===== src/hw/rtl/prks_pkg.sv =====
// Package for the per-key shared rate shaper.
// Beat types, command classes, codes and fixed widths; no dependencies.
package prks_pkg;

	typedef struct packed {
		logic [1:0]  req_type;
		logic [31:0] flow_key;
		logic [7:0]  conn_id;
		logic [47:0] sent_total;
		logic [31:0] now_ms;
	} in_t;

	typedef struct packed {
		logic [1:0]  status;
		logic [39:0] chunk_limit;
		logic        delayed;
		logic [31:0] delay_ms;
	} out_t;

	typedef enum logic [2:0] {
		K_PASS,
		K_BADCID,
		K_OPEN,
		K_PROG,
		K_CLOSE
	} kind_t;

	typedef struct packed {
		kind_t kind;
		in_t   item;
	} cmd_t;

	typedef struct packed {
		logic empty;
		logic full;
	} fifo_stat_t;

	localparam logic [1:0] REQ_OPEN  = 2'd0;
	localparam logic [1:0] REQ_PROG  = 2'd1;
	localparam logic [1:0] REQ_CLOSE = 2'd2;

	localparam logic [1:0] ST_OK      = 2'd0;
	localparam logic [1:0] ST_FULL    = 2'd1;
	localparam logic [1:0] ST_UNKNOWN = 2'd2;
	localparam logic [1:0] ST_BUSY    = 2'd3;

	localparam logic REG_ENABLE = 1'b0;
	localparam logic REG_RATE   = 1'b1;

	localparam int RATE_W = 40;
	localparam int SENT_W = 48;
	localparam int TIME_W = 32;
	localparam int CNT_W  = 9;
	localparam int DIV_NW = 58;
	localparam int DIV_DW = 40;
	localparam int DIV_CW = 6;

	localparam logic [CNT_W-1:0]  CNT_MAX       = 9'd511;
	localparam logic [9:0]        MS_PER_S      = 10'd1000;
	localparam logic [31:0]       IDLE_DELAY_MS = 32'd100;
	localparam logic [RATE_W-1:0] RATE_RESET    = 40'd1048576;

endpackage


===== src/hw/rtl/prks_fifo.sv =====
// Two-entry command queue between front and back ends.
// Depends on prks_pkg.
module prks_fifo import prks_pkg::*; (
	input  logic       clk,
	input  logic       arst_n,
	input  logic       push,
	input  cmd_t       wdata,
	input  logic       pop,
	output cmd_t       rdata,
	output fifo_stat_t stat
);

	cmd_t       mem_q [2];
	logic       wp_q;
	logic       rp_q;
	logic [1:0] cnt_q;

	always_ff @(posedge clk or negedge arst_n) begin
		if (!arst_n) begin
			wp_q  <= 1'b0;
			rp_q  <= 1'b0;
			cnt_q <= 2'd0;
		end else begin
			if (push) begin
				mem_q[wp_q] <= wdata;
				wp_q        <= ~wp_q;
			end
			if (pop) begin
				rp_q <= ~rp_q;
			end
			cnt_q <= cnt_q + 2'(push) - 2'(pop);
		end
	end

	assign rdata      = mem_q[rp_q];
	assign stat.empty = (cnt_q == 2'd0);
	assign stat.full  = (cnt_q == 2'd2);

endmodule


===== config.mk =====
export PLATFORM = sky130hd
export DESIGN_NAME = prks_fifo
export DESIGN_NICKNAME = d
export VERILOG_FILES = /design/src/hw/rtl/prks_pkg.sv /design/src/hw/rtl/prks_fifo.sv
export SDC_FILE = /design/constraint.sdc
export NUM_CORES = 1
export LEC_CHECK = 0
export ABC_CLOCK_PERIOD_IN_PS = 5500
export BUFFER_PORTS_ARGS = -buffer_cell sky130_fd_sc_hd__buf_2
export CORE_ASPECT_RATIO = 0.5
export CORE_UTILIZATION = 48
export DETAILED_ROUTE_END_ITERATION = 7
export GPL_TIMING_DRIVEN = 0
export PLACE_DENSITY_LB_ADDON = 0.15
export SYNTH_ARGS = -nofsm -noshare
export SYNTH_HDL_FRONTEND = slang
export SYNTH_SLANG_ARGS = --single-unit

===== constraint.sdc =====
create_clock -name clk -period 5.5 [get_ports clk]
set_clock_uncertainty 0.05 [all_clocks]
set_input_delay 0 -clock clk [delete_from_list [all_inputs] [get_ports clk]]
set_output_delay 0 -clock clk [all_outputs]
set_load 0.05 [all_outputs]

==> flow_summary.toml, run 1 <==
[run_status]
outcome = "finished, final reports clean"

[detailed_routing]
wl_met3_um = 1020
highest_layer = "met4"
ant_nets = 0
avgViaCountPerCell = 4.71
drt_iter0_drc = 147
drc = 0
firstDrtPassIters = 4
drt-met1-wl_um = 7540
wl_per_cell_um = 16.8
wl_um = 18400
wl_met2_um = 9500
vias = 5131

[worst_setup_path]
regToRegEndpoint = "mem_q[0][87]"
crit_cells = 3
path_class = "flop to flop"
path_cells = "and3b_4 -> buf_16 -> buf_12"
crit_buf_inv = 2
startpoint = "wp_q"
cp_top_family = "simple AND/OR/NAND/NOR gates"
rr_startpoint = "wp_q"
critPathLaunchType = "flop"
rr_worst_depth = 3
reg2reg_slack_ns = 3.32
cp.arrival_ns = 2.31
worstSetupEndpointType = "flop"
cp_data_required_time_ns = 5.63
crit_fanout = 52
slowest_stage = "and3b_4"
crit_path_end = "mem_q[0][87]"
max_stage_delay_ns = 0.75

[die]
dieArea_um2 = 20100
die_y_um = 101
core_area_um2 = 18700
fp.dieW_um = 200
ioPinCount = 256
initial_utilization_pct = 50.0
placementRows = 35

[clock_network]
clock-sinks = 254
clk_latency_ns = 0.50
cts_root_buf = "clkbuf_16"
clock_path_buffers = 3
htreeDepth = 1
clk_pin_slew_ns = 0.06
cts_tree = "yes"
post_cts_buffers = 0
numCtsBuffers = 23

[synthesis]
seq_area_frac_synth_pct = 81.2
synth.area.mux_share_pct = 16.6
synth_cell_type_count = 14
synth_seq_cells = 254
synth_top_family_by_area = "multiplexers"
synthSimpleGateAreaFrac_pct = 0.267
synth_xor_area_share_pct = 0.441
synthCells = 404
syn_area_per_cell_um2 = 23.2
synth_area_um2 = 9370
synth_compound_area_share_pct = 0
synthAdderAreaFrac_pct = 0.267
synth_warnings = 0
syn_nets = 535

[cells_and_area]
drive_gt1_share_pct = 51.6
final_cell_mix = "buf_2 (263), edfxtp_1 (250), dlygate4sd3_1 (129)"
final_common_cell = "buf_2"
antenna_cells = 0
syn2layout_area_growth_pct = 39.2
nets = 948

[timing]
hold_viol_final = 0
setup_ws_ns = 3.32
timing.hold.ws_ns = 0.164
fmax_ghz = 0.460
rsz0062_at_grt = "no"
min_period_ns = 2.18
setup_viol = 0
slew_headroom_pct = 54.3
period_share_pct = 39.6
drv_slew = 0
worst_pin_slew_ns = 0.686

[placed_design]
port_buffers = 255
place_hpwl_um = 11400
routabilityCongestion = 0.694
dp_slack_ns = 3.29

[grt]
grt_pass1_vias = 5433
grt_pass1_wl_um = 27700
grt_usage_pct = 18.2
grt_overflow = 0
grt_max_degree = 63
grt_antenna_before_repair = 0

[power]
p_per_area_nw_per_um2 = 501
power_mw = 6.54
vdd_drop_max_uv = 348
p_leak_nw = 5.05

[job]
drv_cap = 0

[worst_hold_path]
min_path_type = "primary input to flop"
==> layout make-up <==
cell class | instances | area, µm²
repair buffers | 388 | 2660
multi-input cells | 134 | 1660
clock inverters | 7 | 61.3
flip-flops and latches | 254 | 7610
well taps | 259 | 324
inverters | 2 | 7.51
fillers | 1275 | 5700
clock buffers | 32 | 619
plain buffers | 14 | 108
==> registers in the layout, indices dropped and copies added (netlist names) <==
| name | count |
|---|---|
| rp_q | 1 |
| wp_q | 1 |
| mem_q | 250 |
| cnt_q | 2 |
==> cells by family (layout without fill, tap and decap cells) <==
group	after synthesis	in the layout
adder cells (fa/ha/maj)	2	2
XOR/XNOR	3	3
AND/OR/NAND/NOR	4	4
buffers and inverters	16	443
flip-flops	254	254
multiplexers	125	125
==> worst register-to-register path, delay by kind of cell, from the launching register on <==
kind / cells / cell delay, ns
buf+inv: 2 / 0.63
flops: 1 / 0.40
simple gates: 1 / 0.75
==> worst min path at each step <==
stage / start / end / slack, ns / depth (start not counted)
after floorplan: arst_n / cnt_q[0] / -0.35 / 0
after global placement: arst_n / wp_q / -0.23 / 1
after detailed placement: arst_n / wp_q / -0.23 / 1
after CTS: wdata[16] / mem_q[0][16] / 0.14 / 2
after global routing: wdata[21] / mem_q[1][21] / 0.15 / 2
final: wdata[55] / mem_q[1][55] / 0.16 / 2
==> repair_timing <==
| item | 4_1_cts | 5_1_grt |
|---|---|---|
| hold endpoints to repair | 258 | 0 |
| gates resized for setup | 0 | 0 |
| hold buffers | 129 | 0 |
| setup endpoints to repair | 0 | 0 |
==> stage by stage <==
stage	TNS [ns]	std cells	cell area [µm²]	utilization (%)
detailed placement	0	922	11100	59.1
CTS	0	1090	13000	69.6
global route	0	1090	13000	69.6
global placement	-18.85	918	11000	58.5
floorplan	0	404	9370	-
finish	0	1090	13000	69.6
==> power by group <==
part | internal [mW] | switching (mW) | total [mW] | leakage, nW
Clock | 0.832 | 0.654 | 1.49 | 0.334
Sequential | 2.37 | 0.0480 | 2.42 | 2.34
Combinational | 0.846 | 1.79 | 2.64 | 2.38
Total | 4.05 | 2.49 | 6.54 | 5.05
==> synthesized netlist by cell type <==
cell type / count / area [µm²]
and3_1: 1 / 6.26
and3b_1: 1 / 8.76
buf_2: 8 / 40.0
buf_6: 6 / 67.6
dfrtp_1: 4 / 100
edfxtp_1: 250 / 7510
ha_1: 2 / 25.0
inv_1: 2 / 7.51
mux2_2: 85 / 957
mux2_4: 40 / 601
nor2_1: 1 / 3.75
nor2b_1: 1 / 6.26
xor2_1: 2 / 17.5
xor3_1: 1 / 23.8
==> metal layers <==
layer / vias to the layer above / GRT usage [%]
met5: - / 0
met4: 0 / 3.99
met3: 26 / 5.22
met2: 132 / 32.6
met1: 2532 / 22.0
li1: 2441 / -
Power figures use the tool's default switching activity.
==> run 2, diff against run 1 <==
Settings changed: ABC_CLOCK_PERIOD_IN_PS 5500 to 2240.
Clock period 5.5 ns to 2.24 ns, I/O delays scaled along.
==> flow_summary.toml, run 2 (synthesized netlist as in run 1, its figures left out) <==
[worst_setup_path]
reg2reg_slack_ns = 0.17
crit_fanout = 53
crit_path_end = "mem_q[1][93]"
critPathLaunchType = "flop"
startpoint = "wp_q"
cp_data_required_time_ns = 2.38
rr_startpoint = "wp_q"
path_class = "flop to flop"
cp.arrival_ns = 2.21
worstSetupEndpointType = "flop"
regToRegEndpoint = "mem_q[1][93]"
rr_worst_depth = 3

[power]
power_mw = 16.5
p_per_area_nw_per_um2 = 1250
vdd_drop_max_uv = 854
p_leak_nw = 5.10

[cells_and_area]
antenna_cells = 0
drive_gt1_share_pct = 51.8
syn2layout_area_growth_pct = 40.2
final_common_cell = "buf_2"
finalNonFillerCells = 1091
nFillCells = 1273
regArea_um2 = 7610
final_cell_mix = "buf_2 (263), edfxtp_1 (250), dlygate4sd3_1 (129)"
largest_registers = "mem_q (250), cnt_q (2)"
top_register = "mem_q"
nets = 949
largest_reg_flops = 250
multiInputGateArea_um2 = 1670

[die]
placementRows = 35
ioPinCount = 256
fp.dieW_um = 200
dieArea_um2 = 20100
core_area_um2 = 18700
die_y_um = 101
initial_utilization_pct = 50.0

[clock_network]
cts_root_buf = "clkbuf_16"
numCtsBuffers = 23
clk_pin_slew_ns = 0.07
clk_latency_ns = 0.50
clock_path_buffers = 3
htreeDepth = 1
clock-sinks = 254
cts_resized = 0
cts_tree = "yes"

[detailed_routing]
drc = 0
vias = 5209
ant_nets = 0
avgViaCountPerCell = 4.77
firstDrtPassIters = 4
wl_um = 19100
wl_per_cell_um = 17.5
drt_iter0_drc = 181

[run_status]
outcome = "finished, final reports clean"

[timing]
worst_pin_slew_ns = 0.994
hold_viol_final = 0
slew_headroom_pct = 33.7
rsz0062_at_grt = "no"
period_share_pct = 92.2
setup_ws_ns = 0.175
drv_slew = 0
min_period_ns = 2.07
fmax_ghz = 0.484
setup_viol = 0

[placed_design]
dp_slack_ns = 0.0347
dpl.cell_count = 922
place_hpwl_um = 11400
port_buffers = 255
routabilityCongestion = 0.726

[grt]
grt_max_degree = 54
grt_pass1_wl_um = 28300
grt_antenna_before_repair = 0
grt_overflow = 0
grt_pass1_vias = 5573
grt_usage_pct = 18.4

[worst_hold_path]
min_path_type = "primary input to flop"

[job]
drv_cap = 0
run 2: worst min path at each step:
stage	from	endpoint	slack (ns)	depth (start not counted)
after floorplan	arst_n	cnt_q[0]	-0.35	0
after global placement	arst_n	rp_q	-0.23	1
after detailed placement	arst_n	rp_q	-0.22	1
after CTS	wdata[56]	mem_q[0][56]	0.14	2
after global routing	wdata[9]	mem_q[1][9]	0.15	2
final	wdata[56]	mem_q[0][56]	0.16	2
run 2: repair_timing:
| action | in CTS | in global routing |
|---|---|---|
| setup endpoints to repair | 0 | 34 |
| hold endpoints to repair | 258 | 0 |
| setup buffers | 0 | 0 |
| hold buffers | 129 | 0 |
run 2: routing by layer:
layer / wire length (µm) / vias to the layer above / GRT usage, %
met3: 1110 / 27 / 5.09
met4: 326 / 0 / 4.23
li1: - / 2442 / -
met2: 9920 / 137 / 34.1
met5: 0 / - / 0
met1: 7720 / 2603 / 21.3
run 2: worst max-delay path: stages (launching register included):
cell and delay [ns]:
dfrtp_1 0.43, and3_4 0.62, buf_16 0.35, buf_12 0.26
run 2: final cells by class:
| type | instances | share of cell area (%) |
|---|---|---|
| Timing Repair Buffer | 388 | 20.3 |
| Clock inverter | 13 | 1.32 |
| Tap cell | 259 | 2.47 |
| Buffer | 14 | 0.819 |
| Sequential cell | 254 | 57.9 |
| Multi-Input combinational cell | 135 | 12.7 |
| Clock buffer | 26 | 4.47 |
| Inverter | 2 | 0.0571 |
run 2: report_power, final:
group          internal (mW)  switching [mW]
clock network           2.35            1.65
registers               5.82           0.128
logic                   2.08            4.43
total                   10.2            6.21
run 2: metrics by stage:
stage | instance area, µm² | setup TNS (ns) | utilization (%) | hold WS [ns]
final | 13100 | 0 | 70.1 | 0.160
after global routing | 13100 | 0 | 70.1 | 0.147
after CTS | 13100 | 0 | 70.0 | 0.142
after detailed placement | 11100 | 0 | 59.1 | -0.222
after global placement | 11000 | -58.51 | 58.6 | -0.227
after floorplan | 9380 | 0 | - | -0.346
