## config.mk

```make
export PLATFORM = sky130hd
export DESIGN_NAME = prks_front
export DESIGN_NICKNAME = d
export VERILOG_FILES = /design/src/hw/rtl/prks_pkg.sv /design/src/hw/rtl/prks_front.sv
export SDC_FILE = /design/constraint.sdc
export NUM_CORES = 1
export LEC_CHECK = 0
export BUFFER_PORTS_ARGS = -buffer_cell sky130_fd_sc_hd__buf_2
export CAP_MARGIN = 20
export CORE_AREA = 10 10 142 105
export DETAILED_ROUTE_END_ITERATION = 10
export DIE_AREA = 0 0 152 115
export PLACE_DENSITY = 0.8
export SYNTH_ARGS = -nofsm -noshare
export SYNTH_HDL_FRONTEND = slang
export SYNTH_SLANG_ARGS = --single-unit
export TNS_END_PERCENT = 20
```

## constraint.sdc

```tcl
create_clock -name clk -period 0.8 [get_ports clk]
set_input_delay 0.16 -clock clk [delete_from_list [all_inputs] [get_ports clk]]
set_output_delay 0.16 -clock clk [all_outputs]
set_load 0.005 [all_outputs]
```

## src/hw/rtl/prks_pkg.sv

```systemverilog
// Package for the per-key shared rate shaper.
// Beat types, command classes, codes and fixed widths; no dependencies.
package prks_pkg;

	typedef struct packed {
		logic [1:0]  req_type;
		logic [31:0] flow_key;
		logic [7:0]  conn_id;
		logic [47:0] sent_total;
		logic [31:0] now_ms;
	} in_t;

	typedef struct packed {
		logic [1:0]  status;
		logic [39:0] chunk_limit;
		logic        delayed;
		logic [31:0] delay_ms;
	} out_t;

	typedef enum logic [2:0] {
		K_PASS,
		K_BADCID,
		K_OPEN,
		K_PROG,
		K_CLOSE
	} kind_t;

	typedef struct packed {
		kind_t kind;
		in_t   item;
	} cmd_t;

	typedef struct packed {
		logic empty;
		logic full;
	} fifo_stat_t;

	localparam logic [1:0] REQ_OPEN  = 2'd0;
	localparam logic [1:0] REQ_PROG  = 2'd1;
	localparam logic [1:0] REQ_CLOSE = 2'd2;

	localparam logic [1:0] ST_OK      = 2'd0;
	localparam logic [1:0] ST_FULL    = 2'd1;
	localparam logic [1:0] ST_UNKNOWN = 2'd2;
	localparam logic [1:0] ST_BUSY    = 2'd3;

	localparam logic REG_ENABLE = 1'b0;
	localparam logic REG_RATE   = 1'b1;

	localparam int RATE_W = 40;
	localparam int SENT_W = 48;
	localparam int TIME_W = 32;
	localparam int CNT_W  = 9;
	localparam int DIV_NW = 58;
	localparam int DIV_DW = 40;
	localparam int DIV_CW = 6;

	localparam logic [CNT_W-1:0]  CNT_MAX       = 9'd511;
	localparam logic [9:0]        MS_PER_S      = 10'd1000;
	localparam logic [31:0]       IDLE_DELAY_MS = 32'd100;
	localparam logic [RATE_W-1:0] RATE_RESET    = 40'd1048576;

endpackage

```

## src/hw/rtl/prks_front.sv

```systemverilog
// Front end: takes one command beat and classifies it for the back end.
// Depends on prks_pkg.
module prks_front import prks_pkg::*; #(
	parameter int CONN_SLOTS = 256
) (
	input  logic clk,
	input  logic arst_n,
	input  logic accept,
	input  in_t  item,
	input  logic enable,
	input  logic pop,
	output logic valid,
	output cmd_t cmd
);

	logic  valid_q;
	cmd_t  cmd_q;
	kind_t kind;

	always_comb begin
		kind = K_PASS;
		if (enable && item.req_type != 2'd3) begin
			if (32'(item.conn_id) >= CONN_SLOTS) begin
				kind = K_BADCID;
			end else begin
				case (item.req_type)
					REQ_OPEN:  kind = K_OPEN;
					REQ_PROG:  kind = K_PROG;
					REQ_CLOSE: kind = K_CLOSE;
					default:   kind = K_PASS;
				endcase
			end
		end
	end

	always_ff @(posedge clk or negedge arst_n) begin
		if (!arst_n) begin
			valid_q <= 1'b0;
			cmd_q   <= '0;
		end else if (accept) begin
			valid_q   <= 1'b1;
			cmd_q     <= '{kind: kind, item: item};
		end else if (pop) begin
			valid_q <= 1'b0;
		end
	end

	assign valid = valid_q;
	assign cmd   = cmd_q;

endmodule

```

==> results of run 1 <==
registers in the layout, indices dropped and copies added (netlist names):
register and cells:
cmd 125, valid 1
placed cells by master (no fill, tap or decap):
cell type         n
buf_2           248
dlymetal6s4s_1   14
dlygate4sd3_1   104
nand4b_1          2
buf_6             2
o21ai_0           3
a21o_1            1
clkbuf_16        17
inv_6             2
clkinv_4          2
clkbuf_1          1
nand3b_1          1
buf_12            4
inv_1             4
dfrtp_1         126
bufinv_16         5
clkbuf_8          2
mux2_2          117
diode_2           2
clkinvlp_4        3
buf_4            21
mux2_4            5
where the power goes:
part / internal, W / leakage (nW) / switching (W)
combinational: 0.00173 / 2.28 / 0.00109
sequential: 0.00701 / 1.48 / 0.000340
clock: 0.00573 / 0.313 / 0.00280
total: 0.0145 / 4.07 / 0.00424
metrics by stage:
| stage | setup WS (ns) | cells | power (W) |
|---|---|---|---|
| 5_1_grt | -0.342 | 847 | 0.0195 |
| 3_5_place_dp | -0.324 | 682 | 0.00961 |
| 4_1_cts | -0.324 | 839 | 0.0187 |
| 2_1_floorplan | -0.0479 | 273 | 0.00829 |
| 6_report | -0.305 | 848 | 0.0187 |
| 3_3_place_gp | -0.279 | 682 | 0.00949 |
worst max-delay path by stage:
| stage | start | to | slack (ns) | depth (start not counted) |
|---|---|---|---|---|
| 6_report | cmd[55] | cmd[55] | -0.30 | 1 |
| 5_1_grt | cmd[55] | cmd[55] | -0.34 | 1 |
| 4_1_cts | cmd[56] | cmd[56] | -0.32 | 1 |
| 3_5_place_dp | accept | cmd[103] | -0.32 | 3 |
| 3_3_place_gp | accept | cmd[30] | -0.28 | 3 |
| 2_1_floorplan | accept | cmd[100] | -0.05 | 3 |
what timing repair did:
action / 4_1_cts / 5_1_grt
gates resized for setup: 2 / 19
endpoints found under the setup margin: 126 / 155
hold buffers: 117 / 1
setup buffers: 8 / 6
hold endpoints to repair: 242 / 1
layout make-up:
class	count	area share, %
flip-flops and latches	126	38.5
repair buffers	393	33.2
multi-input cells	129	17.6
clock buffers	20	5.57
clock inverters	12	2.53
well taps	162	2.47
inverters	4	0.183
diodes	2	0.0611
metal layers:
layer  global-route usage [%]  share of wire [%]
met1                     20.2                 41
met2                     30.3                 49
met3                     8.43                8.3
met4                     6.08                1.6
met5                        0                  0
logic make-up after synthesis:
| logic type | after synthesis | synth area share (%) |
|---|---|---|
| flip-flops | 126 | 66.5 |
| AND/OR/NAND/NOR | 3 | 0.528 |
| buffers and inverters | 18 | 3.51 |
| AO/OA/AOI/OAI | 4 | 0.475 |
| multiplexers | 122 | 29.0 |
==> impl_metrics.yaml, run 1 <==
timing:
  final_hold_viol_count: 0
  rsz0062_at_grt: "true"
  post-route-period-util_pct: 138
  relSlewSlack_pct: 78.8
  max_freq_mhz: 905
  setup_violations: 169
  maxSlewViolCount: 0
  fin_tns_setup_ns: -35.13
  period_needed_ns: 1.10
  timing.final.ws_setup_ns: -0.305
  hold-worst-slack_ns: 0.0217
  skew_ns: 0
  tightest_slew_ns: 0.318
worst_setup_path:
  cp_max_fo: 2
  critical_path.slowest_cell: "dfrtp_1"
  worstPathArrival_ns: 0.94
  required_ns: 0.64
  r2r_slack_ns: -0.11
  r2r_end: "cmd[103]"
  rr_worst_depth: 2
  cpLargestDelayFamily: "flip-flops"
  path_cells: "buf_2"
  rr_startpoint: "cmd[103]"
  crit_path_max_incr_delay_ns: 0.40
  worstSetupEndpointType: "output pin"
  critPathLaunchType: "flip-flop"
  path_class: "flip-flop to output pin"
  worst-path-buf-inv: 1
route:
  final_antenna_net_count: 0
  drtPass1Iterations: 4
  wl_per_cell_um: 19.3
  drc: 0
  routed_wl_um: 16400
  vias_per_cell: 4.58
  drtIter0Drc: 128
  vias: 3881
layout:
  seq_area_um2: 3150
  synthToLayoutAreaGrowth_pct: 72.9
  drive_gt1_share_pct: 62.6
  fill_cells: 818
  nets: 798
  multi_input_area_um2: 1440
  final_util_pct: 67.4
  final_cell_area_um2: 8200
worst_hold_path:
  worstHoldPathType: "input port to flip-flop"
  min_path_cells: 2
  hp-start: "item[120]"
  min_to: "cmd[120]"
run_status:
  status: "finished with violations"
  violations: "negative setup slack"
yosys:
  synth-seq-cells: 126
  synthTopCellsByArea: "dfrtp_1 (67%), mux2_2 (29%), buf_6 (3.1%)"
  synthArstFlopShare_pct: 100
  synthesis.nets: 400
  synthFlopType: "dfrtp_1"
  synth.avg_cell_area_um2: 17.4
  synth_edf_count: 0
  syn_area_um2: 4740
  synth_commonest_cells: "dfrtp_1 (126), mux2_2 (122), buf_6 (13), inv_1 (4), o21ai_0 (3)"
  synth.top_cell.area_share_pct: 66.5
  yosys.area.top_type: "dfrtp_1"
  yosysWarnings: 0
  synth_cell_types: 9
  synthCells: 273
  synth.most_common_cell: "dfrtp_1"
  seq_area_frac_synth_pct: 66.5
placed_design:
  gp_congestion: 0.864
  post_dp_cell_area_um2: 6180
  portBuffers: 252
  dpl.hpwl_um: 10200
flow_run:
  maxCapViolations: 0
clock_tree:
  root_buffer: "clkbuf_16"
  ctsHtreeMaxLevel: 4
  cts-buffers-inserted: 17
  cts_max_path_buffers: 2
  clock_latency_ns: 0.39
  tritoncts: "yes"
  clkTransAtPathRegs_ns: 0.06
  cts.sinks: 126
floorplan:
  row_count: 34
  core_um2: 12200
  die_y_um: 115
  die_x_um: 152
  die-area_um2: 17500
  start_util_pct: 39.0
  ios: 253
grt:
  grt_usage_pct: 18.1
  overflow: 0
  grt_pass1_wl_um: 25000
  antenna_found_initial: 1
  grt_max_degree: 57
  grt_pass1_vias: 4493
power:
  p_per_area_nw_per_um2: 2280
  p_leak_nw: 4.07
  ir_worst_vdd_v: 0.00135
Note: power is estimated with default switching activity, not from simulation.
==> run 2, diff against run 1 <==
SKIP_CTS_REPAIR_TIMING = 1   (was not set)
==> run 2 against run 1 <==
  * Utilization shrank 1.9 points
  * Wire length shrank 5.3%
  * Sequential share of layout area rose by 1.1 points
  * Critical path type unchanged
  * Total power decreased by 1.1%
  * Global-route usage shrank 3.6 points
  * Critical endpoint is now cmd[56]
  * Count of clock-buffer cells in the layout unchanged
  * Die area is the same
  * The flow still finishes with violations (negative setup slack)
  * Register-to-register slack better by 0.02 ns
  * Fmax increased by 1.1%
==> impl_metrics.yaml, run 2 (synthesized netlist as in run 1, its figures left out) <==
floorplan:
  ios: 253
  die_x_um: 152
  die-area_um2: 17500
  row_count: 34
  core_um2: 12200
  start_util_pct: 39.0
  die_y_um: 115
grt:
  grt_usage_pct: 14.4
  grt_pass1_wl_um: 20300
  antenna_found_initial: 1
  grt_max_degree: 57
  overflow: 0
  grt_pass1_vias: 3812
power:
  p_per_area_nw_per_um2: 2320
  fin_total_pwr_w: 0.0185
  p_sw_w: 0.00416
  seqPwrFrac_pct: 39.7
  clkPwrFrac_pct: 46.0
  ir_worst_vdd_v: 0.00141
  p_leak_nw: 3.83
  switching_share_pct: 22.5
  intPower_w: 0.0143
  pwr-share-comb_pct: 14.2
worst_setup_path:
  critPathLaunchType: "flip-flop"
  required_ns: 0.64
  worstPathArrival_ns: 0.93
  critical_path.slowest_cell: "dfrtp_1"
  worstSetupEndpointType: "output pin"
  r2r_slack_ns: -0.09
  path_class: "flip-flop to output pin"
  crit_path_max_incr_delay_ns: 0.40
  path_cells: "buf_2"
  cp_max_fo: 2
  cpLargestDelayFamily: "flip-flops"
  worst-path-buf-inv: 1
route:
  routed_wl_um: 15500
  drtPass1Iterations: 4
  vias: 3773
  wl_per_cell_um: 18.8
  drtIter0Drc: 136
  drc: 0
  vias_per_cell: 4.56
  final_antenna_net_count: 0
timing:
  hold-worst-slack_ns: 0.0104
  max_freq_mhz: 915
  rsz0062_at_grt: "true"
  post-route-period-util_pct: 137
  final_hold_viol_count: 0
  timing.final.ws_setup_ns: -0.293
  skew_ns: 0
  setup_violations: 169
  tightest_slew_ns: 0.301
  relSlewSlack_pct: 79.9
  period_needed_ns: 1.09
  maxSlewViolCount: 0
clock_tree:
  cts-buffers-inserted: 17
  clock_latency_ns: 0.39
  root_buffer: "clkbuf_16"
  ctsHtreeMaxLevel: 4
  cts.sinks: 126
  tritoncts: "yes"
  cts_max_path_buffers: 2
  clkTransAtPathRegs_ns: 0.05
layout:
  final_cell_area_um2: 7970
  synthToLayoutAreaGrowth_pct: 68.1
  layout_common_cells: "buf_2 (249), dfrtp_1 (126), mux2_2 (121), dlygate4sd3_1 (111), clkbuf_16 (17)"
  drive_gt1_share_pct: 62.5
  final_util_pct: 65.5
  instances_no_fill: 827
  final_common_cell: "buf_2"
  largest_register_ffs: 125
  nets: 778
placed_design:
  portBuffers: 252
  gp_congestion: 0.864
  placedCellCount: 682
  dpl.hpwl_um: 10200
  post_dp_cell_area_um2: 6180
run_status:
  status: "finished with violations"
  violations: "negative setup slack"
flow_run:
  maxCapViolations: 0
worst_hold_path:
  worstHoldPathType: "input port to flip-flop"
run 2: cell types whose count changed in the layout (fill, tap and decap cells not counted), moves of 4 or more:
cell            before  now
dlygate4sd3_1      104  111
dlymetal6s4s_1      14    0
buf_4               21    8
mux2_4               5    1
mux2_2             117  121
run 2: final timing paths:
kind | from | to | depth (start not counted)
min in group asynchronous | arst_n | cmd[22] | 2
worst max-delay path | cmd[56] | cmd[56] | 1
worst min register to register | valid | valid | 1
worst min-delay path | item[107] | cmd[107] | 2
worst max register to register | cmd[78] | cmd[78] | 2
max in group asynchronous | arst_n | cmd[119] | 3
run 2: metal layers:
metal	wire, µm	GRT usage [%]	vias to the layer above
li1	-	-	1722
met1	6190	15.7	1851
met2	7670	23.4	182
met3	1480	8.66	18
met4	180	4.54	0
met5	0	0	-
run 2: area by class of cell:
| cell class | count | area, µm² |
|---|---|---|
| Multi-Input combinational cell | 129 | 1430 |
| Timing Repair Buffer | 373 | 2510 |
| Fill cell | 837 | 4200 |
| Tap cell | 162 | 203 |
| Clock inverter | 12 | 208 |
| Sequential cell | 126 | 3150 |
| Antenna cell | 1 | 2.50 |
| Inverter | 4 | 15.0 |
| Clock buffer | 20 | 457 |
run 2: power groups by stage:
stage	registers [W]	clock network (W)	logic (W)
finish	0.00735	0.00852	0.00264
floorplan	0.00748	0	0.000817
detailed placement	0.00743	0	0.00218
CTS	0.00732	0.00872	0.00218
global placement	0.00738	0	0.00211
global route	0.00742	0.00904	0.00287
run 2: metrics by stage:
| stage | setup TNS (ns) | worst slack [ns] |
|---|---|---|
| after floorplan | -5.00 | -0.0479 |
| after global placement | -30.79 | -0.279 |
| final | -33.88 | -0.293 |
| after CTS | -36.10 | -0.324 |
| after global routing | -39.57 | -0.345 |
| after detailed placement | -34.37 | -0.324 |
